<file path="src/sv/mbsp_pkg.sv">
// Shared types, constants and helper functions for the MIDI byte stream parser.
// No dependencies; mbsp_front, mbsp_back and the top level import this package.
package mbsp_pkg;

  // Default queue depths; both must be powers of two, the result queue at least two.
  localparam int TOK_DEPTH_DEF = 4;
  localparam int RES_DEPTH_DEF = 4;

  // Result kinds.
  localparam logic [3:0] KIND_NOTEOFF    = 4'd0;
  localparam logic [3:0] KIND_NOTEON     = 4'd1;
  localparam logic [3:0] KIND_MTC        = 4'd7;
  localparam logic [3:0] KIND_SONGPOS    = 4'd8;
  localparam logic [3:0] KIND_SONGSEL    = 4'd9;
  localparam logic [3:0] KIND_TUNE       = 4'd10;
  localparam logic [3:0] KIND_REALTIME   = 4'd11;
  localparam logic [3:0] KIND_SYSEXBYTE  = 4'd12;
  localparam logic [3:0] KIND_INVALID    = 4'd13;
  localparam logic [3:0] KIND_UNEXPECTED = 4'd14;

  // Status bytes with a special meaning.
  localparam logic [7:0] ST_NONE      = 8'h00;
  localparam logic [7:0] ST_SYSEX     = 8'hF0;
  localparam logic [7:0] ST_MTC       = 8'hF1;
  localparam logic [7:0] ST_SONGPOS   = 8'hF2;
  localparam logic [7:0] ST_SONGSEL   = 8'hF3;
  localparam logic [7:0] ST_UNDEF_F4  = 8'hF4;
  localparam logic [7:0] ST_UNDEF_F5  = 8'hF5;
  localparam logic [7:0] ST_TUNE      = 8'hF6;
  localparam logic [7:0] ST_EOX       = 8'hF7;
  localparam logic [7:0] ST_RT_BASE   = 8'hF8;
  localparam logic [7:0] ST_UNDEF_F9  = 8'hF9;
  localparam logic [7:0] ST_UNDEF_FD  = 8'hFD;
  localparam logic [7:0] ST_SYS_BASE  = 8'hF0;

  localparam logic [6:0] VEL_NOTEOFF  = 7'h40;

  // Coarse byte class decided by the front end.
  typedef enum logic [1:0] {
    CLS_DATA   = 2'd0,
    CLS_STATUS = 2'd1,
    CLS_RT     = 2'd2,
    CLS_RT_BAD = 2'd3
  } tok_cls_t;

  typedef struct packed {
    tok_cls_t   cls;
    logic [7:0] data;
  } tok_t;

  typedef struct packed {
    logic [3:0] kind;
    logic [3:0] channel;
    logic [7:0] first_data;
    logic [6:0] second_data;
    logic       last;
  } res_t;

  // Up to two result words written to the result queue in one cycle.
  typedef struct packed {
    logic push0;
    logic push1;
    res_t res0;
    res_t res1;
  } res_wr_t;

  // True when the status takes two data bytes.
  function automatic logic two_data(input logic [7:0] s);
    logic r;
    r = 1'b1;
    case (s[7:4])
      4'hC, 4'hD: r = 1'b0;
      4'hF:       r = (s == ST_SONGPOS);
      default:    r = 1'b1;
    endcase
    return r;
  endfunction

endpackage

</file>
<file path="src/sv/mbsp_fifo.sv">
// Small register queue with two write lanes and one read port.
// Depends on nothing; used for the token queue and the result queue.
module mbsp_fifo #(
  parameter int WIDTH = 8,
  parameter int DEPTH = 4
) (
  input  logic             clk,
  input  logic             rst,
  input  logic             push0,
  input  logic             push1,
  input  logic [WIDTH-1:0] wdata0,
  input  logic [WIDTH-1:0] wdata1,
  input  logic             pop,
  output logic [WIDTH-1:0] rdata,
  output logic             empty,
  output logic             full,
  output logic             room2
);

  localparam int AW = (DEPTH > 1) ? $clog2(DEPTH) : 1;
  localparam int CW = AW + 1;

  logic [WIDTH-1:0] mem [DEPTH];
  logic [AW-1:0]    wr_ptr;
  logic [AW-1:0]    rd_ptr;
  logic [CW-1:0]    count;
  logic [CW-1:0]    free;
  logic             do_pop;

  assign free   = CW'(DEPTH) - count;
  assign empty  = (count == '0);
  assign full   = (free == '0);
  assign room2  = (free >= CW'(2));
  assign do_pop = pop && !empty;
  assign rdata  = mem[rd_ptr];

  always_ff @(posedge clk) begin
    if (push0) begin
      mem[wr_ptr] <= wdata0;
    end
    if (push1) begin
      mem[wr_ptr + AW'(1)] <= wdata1;
    end
  end

  always_ff @(posedge clk) begin
    if (rst) begin
      wr_ptr <= '0;
      rd_ptr <= '0;
      count  <= '0;
    end else begin
      wr_ptr <= wr_ptr + AW'(push0) + AW'(push1);
      rd_ptr <= rd_ptr + AW'(do_pop);
      count  <= count + CW'(push0) + CW'(push1) - CW'(do_pop);
    end
  end

endmodule

</file>
<file path="src/sv/mbsp_front.sv">
// Front end: classifies each received byte and writes it to the token queue.
// Depends on mbsp_pkg and mbsp_fifo.
module mbsp_front import mbsp_pkg::*; #(
  parameter int TOK_DEPTH = TOK_DEPTH_DEF
) (
  input  logic       clk,
  input  logic       rst,
  input  logic [7:0] rx_byte,
  input  logic       push,
  output logic       full,
  input  logic       tok_pop,
  output tok_t       tok,
  output logic       tok_empty
);

  tok_t             cls_tok;
  logic             wr;
  logic [$bits(tok_t)-1:0] rd_bits;

  always_comb begin
    cls_tok.data = rx_byte;
    if (rx_byte >= ST_RT_BASE) begin
      cls_tok.cls = (rx_byte == ST_UNDEF_F9 || rx_byte == ST_UNDEF_FD) ? CLS_RT_BAD : CLS_RT;
    end else if (rx_byte[7]) begin
      cls_tok.cls = CLS_STATUS;
    end else begin
      cls_tok.cls = CLS_DATA;
    end
  end

  assign wr  = push && !full;
  assign tok = tok_t'(rd_bits);

  mbsp_fifo #(
    .WIDTH($bits(tok_t)),
    .DEPTH(TOK_DEPTH)
  ) u_tok_q (
    .clk   (clk),
    .rst   (rst),
    .push0 (wr),
    .push1 (1'b0),
    .wdata0(cls_tok),
    .wdata1(cls_tok),
    .pop   (tok_pop),
    .rdata (rd_bits),
    .empty (tok_empty),
    .full  (full),
    .room2 ()
  );

endmodule

</file>
<file path="src/sv/mbsp_back.sv">
// Back end: keeps the running status and message assembly state and turns
// each classified byte into zero, one or two result words. Depends on mbsp_pkg.
module mbsp_back import mbsp_pkg::*; (
  input  logic    clk,
  input  logic    rst,
  input  tok_t    tok,
  input  logic    tok_empty,
  output logic    tok_pop,
  input  logic    res_room2,
  output res_wr_t wr
);

  logic [7:0] run_status, run_status_next;
  logic [7:0] current_status, current_status_next;
  logic       data_count, data_count_next;
  logic [6:0] held_data, held_data_next;
  logic       sysex_active, sysex_active_next;

  assign tok_pop = !tok_empty && res_room2;

  always_comb begin
    res_t       fresh;
    logic       fresh_v;
    logic       inter;
    logic       done;
    logic [7:0] b;
    logic [7:0] cur_eff;
    logic       two;
    logic [3:0] k;
    logic [7:0] d1;
    logic [6:0] d2;

    run_status_next     = run_status;
    current_status_next = current_status;
    data_count_next     = data_count;
    held_data_next      = held_data;
    sysex_active_next   = sysex_active;
    wr                  = '0;
    fresh               = '0;
    fresh_v             = 1'b0;
    inter               = 1'b0;
    done                = 1'b0;
    b                   = tok.data;
    cur_eff             = current_status;
    two                 = 1'b0;
    k                   = '0;
    d1                  = '0;
    d2                  = '0;

    if (tok_pop) begin
      case (tok.cls)
        CLS_RT_BAD: begin
          wr.push0            = 1'b1;
          wr.res0.kind        = KIND_INVALID;
          wr.res0.first_data  = b;
          run_status_next     = ST_NONE;
          current_status_next = ST_NONE;
          data_count_next     = 1'b0;
          held_data_next      = '0;
          sysex_active_next   = 1'b0;
        end
        CLS_RT: begin
          wr.push0           = 1'b1;
          wr.res0.kind       = KIND_REALTIME;
          wr.res0.first_data = {5'b0, b[2:0]};
        end
        CLS_STATUS: begin
          // An open sysex run is cut short by any status but EOX; an open message by any status.
          if (sysex_active) begin
            sysex_active_next = 1'b0;
            if (b == ST_EOX) begin
              wr.push0           = 1'b1;
              wr.res0.kind       = KIND_SYSEXBYTE;
              wr.res0.first_data = ST_EOX;
              wr.res0.last       = 1'b1;
              run_status_next    = ST_NONE;
              done               = 1'b1;
            end else begin
              inter = 1'b1;
            end
          end else if (current_status != ST_NONE) begin
            inter               = 1'b1;
            current_status_next = ST_NONE;
            data_count_next     = 1'b0;
            held_data_next      = '0;
          end else if (b == ST_EOX && run_status == ST_NONE) begin
            done = 1'b1;
          end

          if (inter) begin
            wr.push0           = 1'b1;
            wr.res0.kind       = KIND_UNEXPECTED;
            wr.res0.first_data = b;
          end

          if (!done) begin
            if (b == ST_UNDEF_F4 || b == ST_UNDEF_F5 || b == ST_EOX) begin
              fresh_v             = 1'b1;
              fresh.kind          = KIND_INVALID;
              fresh.first_data    = b;
              run_status_next     = ST_NONE;
              current_status_next = ST_NONE;
              data_count_next     = 1'b0;
              held_data_next      = '0;
              sysex_active_next   = 1'b0;
            end else if (b == ST_SYSEX) begin
              fresh_v           = 1'b1;
              fresh.kind        = KIND_SYSEXBYTE;
              fresh.first_data  = ST_SYSEX;
              sysex_active_next = 1'b1;
              run_status_next   = ST_NONE;
            end else if (b == ST_TUNE) begin
              fresh_v         = 1'b1;
              fresh.kind      = KIND_TUNE;
              run_status_next = ST_NONE;
            end else begin
              current_status_next = b;
              data_count_next     = 1'b0;
              held_data_next      = '0;
            end
          end

          // The fresh result follows the unexpected-status word when there is one.
          if (fresh_v) begin
            if (inter) begin
              wr.push1 = 1'b1;
              wr.res1  = fresh;
            end else begin
              wr.push0 = 1'b1;
              wr.res0  = fresh;
            end
          end
        end
        default: begin
          if (sysex_active) begin
            wr.push0           = 1'b1;
            wr.res0.kind       = KIND_SYSEXBYTE;
            wr.res0.first_data = b;
          end else if (current_status != ST_NONE || run_status != ST_NONE) begin
            if (current_status == ST_NONE) begin
              cur_eff = run_status;
            end
            two = two_data(cur_eff);
            if (two && (current_status == ST_NONE || !data_count)) begin
              current_status_next = cur_eff;
              held_data_next      = b[6:0];
              data_count_next     = 1'b1;
            end else begin
              d1 = two ? {1'b0, held_data} : b;
              d2 = two ? b[6:0] : 7'd0;
              if (cur_eff >= ST_SYS_BASE) begin
                k = (cur_eff == ST_MTC) ? KIND_MTC :
                    (cur_eff == ST_SONGPOS) ? KIND_SONGPOS : KIND_SONGSEL;
                run_status_next = ST_NONE;
                wr.res0.channel = '0;
              end else begin
                k = {1'b0, cur_eff[6:4]};
                if (k == KIND_NOTEON && d2 == 7'd0) begin
                  k  = KIND_NOTEOFF;
                  d2 = VEL_NOTEOFF;
                end
                run_status_next = cur_eff;
                wr.res0.channel = cur_eff[3:0];
              end
              wr.push0            = 1'b1;
              wr.res0.kind        = k;
              wr.res0.first_data  = d1;
              wr.res0.second_data = d2;
              current_status_next = ST_NONE;
              data_count_next     = 1'b0;
              held_data_next      = '0;
            end
          end
        end
      endcase
    end
  end

  always_ff @(posedge clk) begin
    if (rst) begin
      run_status     <= ST_NONE;
      current_status <= ST_NONE;
      data_count     <= 1'b0;
      held_data      <= '0;
      sysex_active   <= 1'b0;
    end else begin
      run_status     <= run_status_next;
      current_status <= current_status_next;
      data_count     <= data_count_next;
      held_data      <= held_data_next;
      sysex_active   <= sysex_active_next;
    end
  end

endmodule

</file>
<file path="src/sv/midi_byte_stream_parser.sv">
// MIDI byte stream parser, top level: front end, token queue, back end, result queue.
// Each byte is registered in the token queue and its result words in the result queue.
// Throughput: one byte per cycle while results drain; a byte giving two words needs
// two pops. The back end runs a byte only when the result queue has two free slots.
// Reset (rst, synchronous) empties both queues and clears all parser state.
// Depends on mbsp_pkg, mbsp_fifo, mbsp_front and mbsp_back.
module midi_byte_stream_parser import mbsp_pkg::*; #(
  parameter int TOK_DEPTH = TOK_DEPTH_DEF,
  parameter int RES_DEPTH = RES_DEPTH_DEF
) (
  input  logic       clk,
  input  logic       rst,
  input  logic [7:0] rx_byte,
  input  logic       push,
  output logic       full,
  output logic [3:0] kind,
  output logic [3:0] channel,
  output logic [7:0] first_data,
  output logic [6:0] second_data,
  output logic       last,
  output logic       empty,
  input  logic       pop
);

  // Classified bytes wait in the token queue, so the front end keeps taking
  // input while the back end is held up by a full result queue.
  tok_t    tok;
  logic    tok_empty;
  logic    tok_pop;
  logic    res_room2;
  res_wr_t res_wr;
  res_t    head;
  logic [$bits(res_t)-1:0] head_bits;

  mbsp_front #(
    .TOK_DEPTH(TOK_DEPTH)
  ) u_front (
    .clk      (clk),
    .rst      (rst),
    .rx_byte  (rx_byte),
    .push     (push),
    .full     (full),
    .tok_pop  (tok_pop),
    .tok      (tok),
    .tok_empty(tok_empty)
  );

  // The back end holds the running status and emits up to two words per byte:
  // an unexpected-status word first, then the word for the new status.
  mbsp_back u_back (
    .clk      (clk),
    .rst      (rst),
    .tok      (tok),
    .tok_empty(tok_empty),
    .tok_pop  (tok_pop),
    .res_room2(res_room2),
    .wr       (res_wr)
  );

  // The result queue separates the back end from the consumer; its head
  // drives the result ports directly.
  mbsp_fifo #(
    .WIDTH($bits(res_t)),
    .DEPTH(RES_DEPTH)
  ) u_res_q (
    .clk   (clk),
    .rst   (rst),
    .push0 (res_wr.push0),
    .push1 (res_wr.push1),
    .wdata0(res_wr.res0),
    .wdata1(res_wr.res1),
    .pop   (pop),
    .rdata (head_bits),
    .empty (empty),
    .full  (),
    .room2 (res_room2)
  );

  assign head        = res_t'(head_bits);
  assign kind        = head.kind;
  assign channel     = head.channel;
  assign first_data  = head.first_data;
  assign second_data = head.second_data;
  assign last        = head.last;

endmodule
</file>
<file path="config.mk">
export PLATFORM = sky130hd
export DESIGN_NAME = midi_byte_stream_parser
export DESIGN_NICKNAME = d
export VERILOG_FILES = /design/src/sv/mbsp_pkg.sv /design/src/sv/mbsp_fifo.sv /design/src/sv/mbsp_front.sv /design/src/sv/mbsp_back.sv /design/src/sv/midi_byte_stream_parser.sv
export SDC_FILE = /design/constraint.sdc
export NUM_CORES = 1
export LEC_CHECK = 0
export BUFFER_PORTS_ARGS = -buffer_cell sky130_fd_sc_hd__buf_2
export CAP_MARGIN = 20
export CORE_UTILIZATION = 25
export DETAILED_ROUTE_END_ITERATION = 16
export HOLD_SLACK_MARGIN = 0.15
export PLACE_DENSITY = 0.49
export SETUP_SLACK_MARGIN = 0.2
export SLEW_MARGIN = 10
export SYNTH_ARGS = -nofsm -noshare
export SYNTH_HDL_FRONTEND = slang
export SYNTH_SLANG_ARGS = --single-unit
</file>
<file path="constraint.sdc">
create_clock -name clk -period 4.3 [get_ports clk]
set_input_delay 0.215 -clock clk [delete_from_list [all_inputs] [get_ports clk]]
set_output_delay 0.215 -clock clk [all_outputs]
set_load 0.02 [all_outputs]
</file>
==> results summary, run 1 <==
The initial antenna violation count is 0. In this run, placement finished with an instance count of 1222. The signal on the critical path passes through or4_1 > o31ai_4 > a21boi_4 > a21boi_4 > nor3_1 > inv_1 > ha_1 > inv_1 > fa_1 > fa_1 > xnor2_1 > nor2_1. The row count came out at 67. The width of the chip came out at 186 um. The leakage dissipation came out at 3.42 nW. The synthesized area divided by synthesized cell count came out at 11.4 sq um.

The number of flops mapped to enable cells by yosys came out at 88. The share of the synthesized netlist area taken by xor and xnor gates is 0.826%. The count of max-cap constraint violations came out at 0. The number of failing hold endpoints at the final stage came out at 0. Among cell families on the critical path, the largest total delay comes from adder cells. The clock latency of the later-clocked register in the worst-skew pair is 440 ps. The wire length of the first global-routing pass is 38400 um.

Measured on the finished design, the core utilization comes to 29.7%. After routing, the total negative slack on setup checks comes to 0 ps. The top fanout value on the critical path is 8.

The placed instance area is 9260 sq um. After detailed routing, the number of vias per cell comes to 5.03. Setup repair after global routing left no endpoint under its margin.

The number of library cell types mapped by synthesis came out at 80. The TritonCTS clock tree is done. The number of stages on the worst hold path is 2. Counting every net in the synthesized netlist gives 774. The number of flip-flops and latches in the synthesized netlist came out at 175. The buffer depth of the longest clock path is 2. By area, the combinational part of the netlist is dominated by compound AO/OA/AOI/OAI gates. Entering global routing, the biggest net connects 39 pins.

The final layout net count is 828. The buffer and inverter count on the worst path is 2. The total I/O pin count came out at 38. The number of pins with negative max-slew slack in the final report is 0. The critical path runs through a total of 12 cells. The die footprint came out at 34700 sq um. The tree is rooted in a clkbuf_16. In the synthesized netlist, mux cells make up 9.53% of the area. The number of cells traversed by the worst register-to-register path is 12. The count of cells in the finished layout, fillers not included, comes to 1262. The clock sink count is 175. The critical path is of the reg2reg type. The routed layout has 6350 vias. The worst hold margin is 377 ps.

The fraction of the mapped netlist area in compound gates is 17.2%. Across every metal layer, demand over resource in global routing totals 14.9%. Counting the buffers created by CTS gives 17. The number of inserted diodes is 0. The final wirelength came out at 25100 um. After Yosys synthesis, and, or, nand and nor cells account for 14.8% of the synthesized area. In this run the power density over the cells is 652 nW/um^2. Setup violations remaining at the end of the flow were counted as 0. The residual antenna-violating net count after detailed routing is 0. The post-detailed-route DRC marker count came out at 0. The gate count after technology mapping came out at 747.

The ratio of final minimum period to clock period is 88.2%. The data arrival time of the critical path came out at 4080 ps. The startpoint type of the worst setup path is a register. For this run, the leading register cell type out of synthesis is edfxtp_1. The count of routing violations after the opening detailed-route iteration came out at 529. On the worst path, the slowest cell contributes a delay of 620 ps. In the final routed layout, each cell accounts on average for 19.9 um. Ranked by total cell area, the synthesized netlist is headed by edfxtp_1 31%, dfxtp_1 21%, mux4_2 9.0%, nand2_1 3.6%, nor2_1 2.6%.

The share of the Yosys chip area taken by registers is 51.7%. The flow ran to the end, and the final reports show no timing, DRC or antenna violations. The H-tree was split into 4 levels.

The last weighted congestion value of the routability-driven placer is 0.915. The number of synthesis warnings came out at 0. The leftover overflow at the end of global routing is 0. The required arrival time at the worst endpoint came out at 4590 ps. Port buffering added 37 buffers. The cell at the slowest stage of the critical path is or4_1.

The clock period minus worst slack came out at 3790 ps. IR analysis of the VDD net gives a maximum drop of 277 uV. The core region is 33400 sq um.

Derived from the worst setup path, the maximum achievable clock frequency is 264 MHz. The share of layout cells above drive strength 1 came out at 20.1%. The worst hold path belongs to the class in2reg. The worst setup path is captured at a register. The cell with the most instances after synthesis is edfxtp_1. The starting density of the core came out at 25.4%.

Ranked by instance count, the synthesized netlist is headed by 88 x edfxtp_1, 87 x dfxtp_1, 82 x nand2_1. The worst-case headroom to the max-slew limit is 34.4%. The area of the mapped netlist is 8480 sq um.

The iteration count of the initial detailed-routing pass is 5. The estimated wirelength of the detail-placed design is 17800 um. From synthesis to final layout, the design area changed by 17.1%. The biggest area contributor in the post-synthesis netlist is edfxtp_1.

The clock transition time at the flip-flop clock pins of the worst setup and hold paths came out at 70 ps. The async set-reset flop share out of synthesis came out at 0%. For the pin with the worst max-slew slack, the measured transition is 980 ps. From bottom edge to top edge, the die measures 186 um. The number of global-route vias before repair is 6213. Of the total synthesized cell area, the portion taken by full adders, half adders and majority gates is 2.57%. The clock tree skew after final layout is 12.6 ps.

The post-route cell area came out at 9930 sq um. The fraction of post-synthesis cell area in the top cell type by area came out at 31.2%.
metal layers:
layer	share of wire, %	vias up	global-route usage, %
met5	0	-	0
met1	47	3177	21.0
met4	1.2	0	3.61
li1	-	2942	-
met3	5.8	29	3.27
met2	46	202	23.1
worst reg2reg max path, cell delays in order, from the launching register on:
cell	delay [ps]
dfxtp_1	420
or4_1	620
o31ai_4	320
a21boi_4	320
a21boi_4	90
nor3_1	300
inv_1	170
ha_1	310
inv_1	50
fa_1	410
fa_1	420
xnor2_1	160
nor2_1	60
flip-flops by register name, indices dropped and copies added (netlist names):
name,flops
u_front.u_tok_q.wr_ptr,2
u_back.sysex_active,1
u_res_q.wr_ptr,2
u_back.data_count,1
u_front.u_tok_q.rd_ptr,2
u_back.held_data,7
u_front.u_tok_q.count,3
u_res_q.mem,96
u_front.u_tok_q.mem,40
u_back.current_status,8
u_res_q.rd_ptr,2
u_back.run_status,8
u_res_q.count,3
kinds of logic after synthesis:
logic type | count (synthesis)
adders and majority gates | 15
and+or+nand+nor | 244
muxes | 38
DFF | 175
buffers and inverters | 64
AOI/OAI and AO/OA | 203
xor gates and xnor gates | 8
cell type report:
type | instances | area (sq um)
fill | 3422 | 23500
sequential | 175 | 4390
multi-input combinational | 508 | 3810
tap | 448 | 561
timing repair buffer | 74 | 483
clock buffer | 20 | 478
clock inverter | 12 | 114
inverter | 25 | 93.8
placed cells by master (no fill, tap or decap), drive strengths merged, types with 24 or more instances in the layout:
cell	instances
edfxtp	88
dfxtp	87
nand2	82
buf	66
nor2	59
o21ai	48
a21oi	44
mux4	34
inv	33
nand3	25
o2bb2ai	24
stage by stage:
step           power [mW]  setup slack (ps)
2_1_floorplan        3.94               730
3_3_place_gp         4.92               546
3_5_place_dp         4.92               442
4_1_cts              6.49               422
5_1_grt              6.81               236
6_report             6.47               509
power breakdown:
group          switching, mW  total, mW  internal, mW
combinational           1.80       2.74         0.949
clock                  0.745       1.58         0.834
sequential             0.173       2.15          1.98
total                   2.71       6.47          3.76
worst paths after layout:
kind	startpoint	endpoint	slack [ps]
setup / recovery	u_back.current_status[4]	u_res_q.count[2]	510
hold / removal	rst	u_back.held_data[0]	380
setup reg to reg	u_back.current_status[4]	u_res_q.count[2]	510
hold reg to reg	u_res_q.mem[3][0]	u_res_q.mem[3][0]	450
repair_timing:
item,4_1_cts,5_1_grt
hold buffers,8,0
endpoints found under the setup margin,0,1
gates resized for setup,0,1
buffers inserted,0,0
endpoints found under the hold margin,32,0
Power figures use the tool's default switching activity.
==> inputs of run 2 (changes only) <==
--- a/config.mk
+++ b/config.mk
@@ -7,12 +7,14 @@
 export LEC_CHECK = 0
 export BUFFER_PORTS_ARGS = -buffer_cell sky130_fd_sc_hd__buf_2
 export CAP_MARGIN = 20
+export CELL_PAD_IN_SITES_DETAIL_PLACEMENT = 0
+export CELL_PAD_IN_SITES_GLOBAL_PLACEMENT = 1
 export CORE_UTILIZATION = 25
 export DETAILED_ROUTE_END_ITERATION = 16
 export HOLD_SLACK_MARGIN = 0.15
-export PLACE_DENSITY = 0.49
+export PLACE_DENSITY = 0.56
 export SETUP_SLACK_MARGIN = 0.2
-export SLEW_MARGIN = 10
+export SLEW_MARGIN = 20
 export SYNTH_ARGS = -nofsm -noshare
 export SYNTH_HDL_FRONTEND = slang
 export SYNTH_SLANG_ARGS = --single-unit
==> run 2 against run 1 <==
  * Die area unchanged
  * Wire length up 1.2%
  * Utilization shrank 0.082 points
  * Design area fell by 0.28%
  * Power decreased by 0.94%
  * Combinational power up 2%
  * Sequential share of layout area increased by 0.11 points
  * Flip-flop and latch count is the same
  * Clock power is 6% lower
  * Count of clock-buffer cells in the layout shrank 2
  * Critical path depth did not move
  * Fmax is 1.5% lower
  * Largest cell class unchanged
==> results summary, run 2 (synthesis results as in run 1) <==
Result of the run: complete, no violations (unchanged). The height of the die is 186 um (unchanged). The most common library cell in the layout ignoring fill and taps is edfxtp_1 (unchanged). The clock period minus worst slack came to 3850 ps (was 3790 ps). The number of failing hold endpoints at the final stage came to 0 (unchanged). The final layout net count is 830 (was 828).

The TritonCTS clock tree was done (unchanged). The final worst slack was 450 ps (was 509 ps). The total I/O pin count came out at 38 (unchanged). The number of buffers added on ports came out at 37 (unchanged). The number of global-route vias before repair came out at 6223 (was 6213). The post-synthesis to final-layout area growth was 16.7% (was 17.1%). Setup repair after global routing missed its margin: no (unchanged). The detailed-route via count is 6417 (was 6350). The core area came to 33400 sq um (unchanged). The width of the chip is 186 um (unchanged). The CTS root buffer is clkbuf_16 (unchanged). The wire length of the first global-routing pass is 39000 um (was 38400 um). The residual antenna-violating net count after detailed routing is 0 (unchanged). The average wire per cell in the routed design is 20.1 um (was 19.9 um).

The leftover overflow at the end of global routing came out at 0 (unchanged). The worst setup path category was reg2reg (unchanged). The die footprint is 34700 sq um (unchanged).

The clock transition time at the flip-flop clock pins of the worst setup and hold paths came to 70 ps (about the same). The final wirelength came out at 25400 um (was 25100 um). The clock sink count is 175 (unchanged). The post-detailed-route DRC marker count is 0 (unchanged). The count of routing violations after the opening detailed-route iteration came out at 601 (was 529).

The register with the highest flop count is u_res_q.mem (unchanged). The top fanout value on the critical path was 7 (was 8). The ratio of final minimum period to clock period came to 89.5% (was 88.2%). The starting density of the core is 25.4% (unchanged). Biggest regs: u_res_q.mem x96, u_front.u_tok_q.mem x40 (unchanged). The post-detailed-route via-to-cell ratio is 5.08 (was 5.03). The worst hold-check path type is in2reg (unchanged).

The buffer count from post-CTS setup fixing is 0 (unchanged). The data arrival time of the critical path came out at 4150 ps (was 4080 ps). The total number of H-tree levels is 4 (unchanged). The required arrival time at the worst endpoint came out at 4600 ps (was 4590 ps). The critical path capture point type was a register (unchanged). The row count came out at 67 (unchanged). The startpoint type of the worst setup path is a register (unchanged). The number of pins with negative max-slew slack in the final report came to 0 (unchanged).

The pre-CTS setup slack came out at 496 ps (was 442 ps). The leakage dissipation is 3.41 nW (was 3.42 nW). The clock latency of the later-clocked register in the worst-skew pair came out at 440 ps (about the same). The buffer depth of the longest clock path came out at 2 (unchanged). The setup TNS is 0 ps (unchanged). The worst ir drop on vdd came out at 324 uV (was 277 uV). The share of layout cells above drive strength 1 is 20.1% (about the same). The number of buffers created by CTS is 17 (unchanged). The count of max-cap constraint violations came out at 0 (unchanged). The last weighted congestion value of the routability-driven placer came out at 0.904 (was 0.915). The pin count of the biggest net entering global routing is 39 (unchanged). The initial antenna violation count is 0 (unchanged).

The estimated wirelength of the detail-placed design came out at 18100 um (was 17800 um). The iteration count of the initial detailed-routing pass came out at 7 (was 5). The flip-flop count of the largest register, all copies and words added came out at 96 (unchanged). The actual transition at the worst max-transition pin is 994 ps (was 980 ps).

The number of inserted diodes came to 0 (unchanged). The power density relative to cell area came out at 647 nW/um^2 (was 652 nW/um^2). The total of endpoints with negative setup slack in the final report came out at 0 (unchanged). The worst-case headroom to the max-slew limit came to 33.3% (was 34.4%).

The clock tree skew after final layout is 13.2 ps (was 12.6 ps). The total routing usage reported by global routing was 15.2% (was 14.9%). The maximum operating frequency came out at 260 MHz (was 264 MHz). Leading cell types in the layout, fill and taps excluded: 88 x edfxtp_1, 86 x dfxtp_1, 82 x nand2_1, 58 x nor2_1, 41 x o21ai_0 (was 88 x edfxtp_1, 85 x dfxtp_1, 82 x nand2_1, 58 x nor2_1, 41 x o21ai_0).
run 2: cell types whose count changed in the layout (fill, tap and decap cells not counted), moves of 2 or more:
| cell | before | now |
|---|---|---|
| buf_4 | 29 | 31 |
| clkbuf_8 | 2 | 0 |
| clkinvlp_4 | 0 | 2 |
| inv_6 | 3 | 5 |
| inv_8 | 4 | 0 |
run 2: final timing paths:
kind	startpoint	endpoint	slack, ps	cells after the start
min	rst	u_back.current_status[0]	350	2
min reg2reg	u_res_q.mem[0][16]	u_res_q.mem[0][16]	450	2
max reg2reg	u_back.current_status[2]	u_res_q.count[2]	450	12
max	u_back.current_status[2]	u_res_q.count[2]	450	12
run 2: critical path, cell delays in order, from the launching register on:
cell      delay [ps]
dfxtp_1          390
or4_1            640
o31ai_4          320
a21boi_4         330
a21boi_4         100
nor3_1           350
inv_1            180
ha_1             320
inv_1             50
fa_1             410
fa_1             410
xnor2_1          160
nor2_1            50
run 2: power breakdown:
part	switching [mW]	total, mW	internal (mW)
Clock	0.702	1.48	0.780
Sequential	0.167	2.14	1.98
Combinational	1.82	2.79	0.966
Total	2.69	6.41	3.72
run 2: cell type report:
cell class              count  area [sq um]
multi-input cells         508          3810
flip-flops and latches    175          4390
clock inverters            14           100
repair buffers             76           498
clock buffers              18           450
fillers                  3433         23500
inverters                  25          93.8
well taps                 448           561
run 2: metal layers:
layer  vias up  track usage, %  share of wire [%]
met1      3200            21.3                 47
li1       2950               -                  -
met3        36            2.39                4.4
met4         0            4.43                1.8
met2       231            24.1                 46
met5         -               0                  0
run 2: what timing repair did:
action,in CTS,in global routing
hold endpoints to repair,32,0
hold buffers,8,0
gates resized for setup,0,0
run 2: per-stage QoR:
stage / area (sq um) / cells / power (mW) / utilization (%) / hold WS [ps]
final: 9900 / 1264 / 6.41 / 29.6 / 355
after global routing: 9900 / 1264 / 6.78 / 29.6 / 383
after CTS: 9900 / 1264 / 6.44 / 29.6 / 360
after detailed placement: 9270 / 1224 / 4.95 / 27.7 / 447
after global placement: 9270 / 1224 / 4.97 / 27.7 / 440
after floorplan: 8480 / 747 / 3.94 / - / 314
==> inputs of run 3 (changes only) <==
--- a/config.mk
+++ b/config.mk
@@ -12,7 +12,7 @@
 export CORE_UTILIZATION = 25
 export DETAILED_ROUTE_END_ITERATION = 16
 export HOLD_SLACK_MARGIN = 0.15
-export PLACE_DENSITY = 0.56
+export PLACE_DENSITY_LB_ADDON = 0.15
 export SETUP_SLACK_MARGIN = 0.2
 export SLEW_MARGIN = 20
 export SYNTH_ARGS = -nofsm -noshare
==> run 3 against run 2 <==
  * Final cell count rose by 0.47%
  * Count of clock-buffer cells in the layout is 1 lower
  * Clock power up 5%
  * Critical path depth is 1 higher
  * Global-route usage increased by 1.1 points
  * Flip-flop and latch count unchanged
==> results summary, run 3 (synthesis results as in run 1) <==
Result of the run: complete, no violations (unchanged). Biggest regs: u_res_q.mem x96, u_front.u_tok_q.mem x40 (unchanged). The total of endpoints with negative setup slack in the final report is 0 (unchanged). The post-detailed-route via-to-cell ratio came out at 4.99 (was 5.08).

The worst setup path category was reg2reg (unchanged). The TritonCTS clock tree is done (unchanged). The estimated wirelength of the detail-placed design came out at 19200 um (was 18100 um). The pin count of the biggest net entering global routing is 39 (unchanged). The data arrival time of the critical path is 4140 ps (was 4150 ps). The count of max-cap constraint violations came out at 0 (unchanged). The number of failing hold endpoints at the final stage is 0 (unchanged). The iteration count of the initial detailed-routing pass came out at 5 (was 7). The clock tree skew after final layout is 15.9 ps (was 13.2 ps). The starting density of the core came out at 25.4% (unchanged). The core area is 33400 sq um (unchanged).

The register with the highest flop count is u_res_q.mem (unchanged). Setup repair after global routing missed its margin: no (unchanged). The final wirelength is 27000 um (was 25400 um). The required arrival time at the worst endpoint came out at 4600 ps (about the same). The wire length of the first global-routing pass came to 40900 um (was 39000 um). The total number of H-tree levels came out at 4 (unchanged). The power density relative to cell area came out at 654 nW/um^2 (was 647 nW/um^2). The die footprint is 34700 sq um (unchanged). Leading cell types in the layout, fill and taps excluded: 88 x edfxtp_1, 86 x dfxtp_1, 82 x nand2_1, 58 x nor2_1, 41 x o21ai_0 (unchanged). The last weighted congestion value of the routability-driven placer came out at 0.835 (was 0.904). The startpoint type of the worst setup path is a register (unchanged). The final-layout fill cell count is 3408 (was 3433). The cell count after placement came out at 1229 (was 1224). The number of buffers created by CTS is 17 (unchanged). The worst-case headroom to the max-slew limit is 32.3% (was 33.3%).

The CTS root buffer was clkbuf_16 (unchanged). The leftover overflow at the end of global routing is 0 (unchanged). The critical path capture point type was a register (unchanged). The flip-flop count of the largest register, all copies and words added is 96 (unchanged). The top fanout value on the critical path came to 12 (was 7). The final layout net count came out at 835 (was 830).

The maximum operating frequency came out at 261 MHz (was 260 MHz). The average wire per cell in the routed design is 21.2 um (was 20.1 um). The number of global-route vias before repair is 6430 (was 6223). The clock latency of the later-clocked register in the worst-skew pair came to 440 ps (about the same). The initial antenna violation count is 0 (unchanged). The share of layout cells above drive strength 1 is 20.7% (was 20.1%). The ratio of final minimum period to clock period is 89.2% (was 89.5%). The number of buffers added on ports is 37 (unchanged).

The buffer depth of the longest clock path came to 2 (unchanged). The most common library cell in the layout ignoring fill and taps is edfxtp_1 (unchanged). The clock sink count is 175 (unchanged).

The worst ir drop on vdd came to 346 uV (was 324 uV). The detailed-route via count is 6334 (was 6417). The clock transition time at the flip-flop clock pins of the worst setup and hold paths is 90 ps (was 70 ps). The count of routing violations after the opening detailed-route iteration came out at 524 (was 601). The total routing usage reported by global routing is 16.3% (was 15.2%). The residual antenna-violating net count after detailed routing came out at 0 (unchanged). The post-synthesis to final-layout area growth came out at 17.8% (was 16.7%). The worst hold-check path type is in2reg (unchanged). The width of the chip came out at 186 um (unchanged). The clock period minus worst slack came out at 3840 ps (was 3850 ps). The number of pins with negative max-slew slack in the final report came out at 0 (unchanged). The row count was 67 (unchanged). The setup TNS was 0 ps (unchanged).

The height of the die came out at 186 um (unchanged). The post-detailed-route DRC marker count came out at 0 (unchanged). The number of standard cells in the layout, taps in and fillers out is 1270 (was 1264). The actual transition at the worst max-transition pin is 1010 ps (was 994 ps). The leakage dissipation is 3.45 nW (was 3.41 nW). The buffer count from post-CTS setup fixing is 0 (unchanged). The total I/O pin count was 38 (unchanged). The total power after layout was 6.54 mW (was 6.41 mW).
[run 3: changes by cell type in the layout (fill, tap and decap cells not counted), sizes merged]
cell | before | now
buf | 68 | 73
inv | 33 | 30
diode | 0 | 1
clkinv | 4 | 10
clkbuf | 18 | 17
clkinvlp | 2 | 0
[run 3: repair_timing]
| action | CTS | global route |
|---|---|---|
| hold buffers | 8 | 0 |
| endpoints found under the setup margin | 0 | 2 |
| gates resized for setup | 0 | 1 |
| hold endpoints to repair | 32 | 0 |
[run 3: report_power, final]
group | switching (mW) | internal [mW] | leakage (nW)
clock | 0.773 | 0.783 | 0.292
sequential | 0.166 | 1.98 | 1.57
combinational | 1.86 | 0.977 | 1.59
[run 3: layer usage]
layer	vias up	track usage, %	share of wire (%)
met4	0	4.95	1.7
met1	3135	21.6	45
met5	-	0	0
met2	204	27.2	48
li1	2964	-	-
met3	31	2.69	5.0
[run 3: layout make-up]
class                           count  area, sq um  area share [%]
Clock buffer                       17          425            4.26
Clock inverter                     15          173            1.73
Timing Repair Buffer               81          536            5.36
Antenna cell                        1         2.50          0.0250
Sequential cell                   175         4390            43.9
Inverter                           25         93.8           0.939
Multi-Input combinational cell    508         3820            38.2
Tap cell                          448          561            5.61
[run 3: path summary, 6_finish.rpt]
check	start	endpoint	slack (ps)	cells past startpoint
max	u_front.u_tok_q.rd_ptr[0]	u_res_q.count[2]	460	13
min	rst	u_res_q.rd_ptr[0]	360	2
max reg2reg	u_front.u_tok_q.rd_ptr[0]	u_res_q.count[2]	460	13
min reg2reg	u_res_q.mem[0][17]	u_res_q.mem[0][17]	450	2
[run 3: worst max-delay path, stage by stage, from the launching register on]
cell and delay (ps):
dfxtp_1 450, buf_4 210, mux4_2 650, nor2b_1 330
nand3_1 220, a21oi_4 300, nor3_1 120, inv_1 150
ha_1 160, inv_1 60, fa_1 430, fa_1 410
xnor2_1 160, nor2_1 50
[run 3: through the flow]
stage	hold slack (ps)	worst slack [ps]	util (%)	instance area (sq um)
after floorplan	314	730	-	8480
after global placement	428	439	27.8	9310
after detailed placement	440	362	27.8	9310
after CTS	378	353	29.9	9990
after global routing	414	224	29.9	9990
final	364	464	29.9	10000
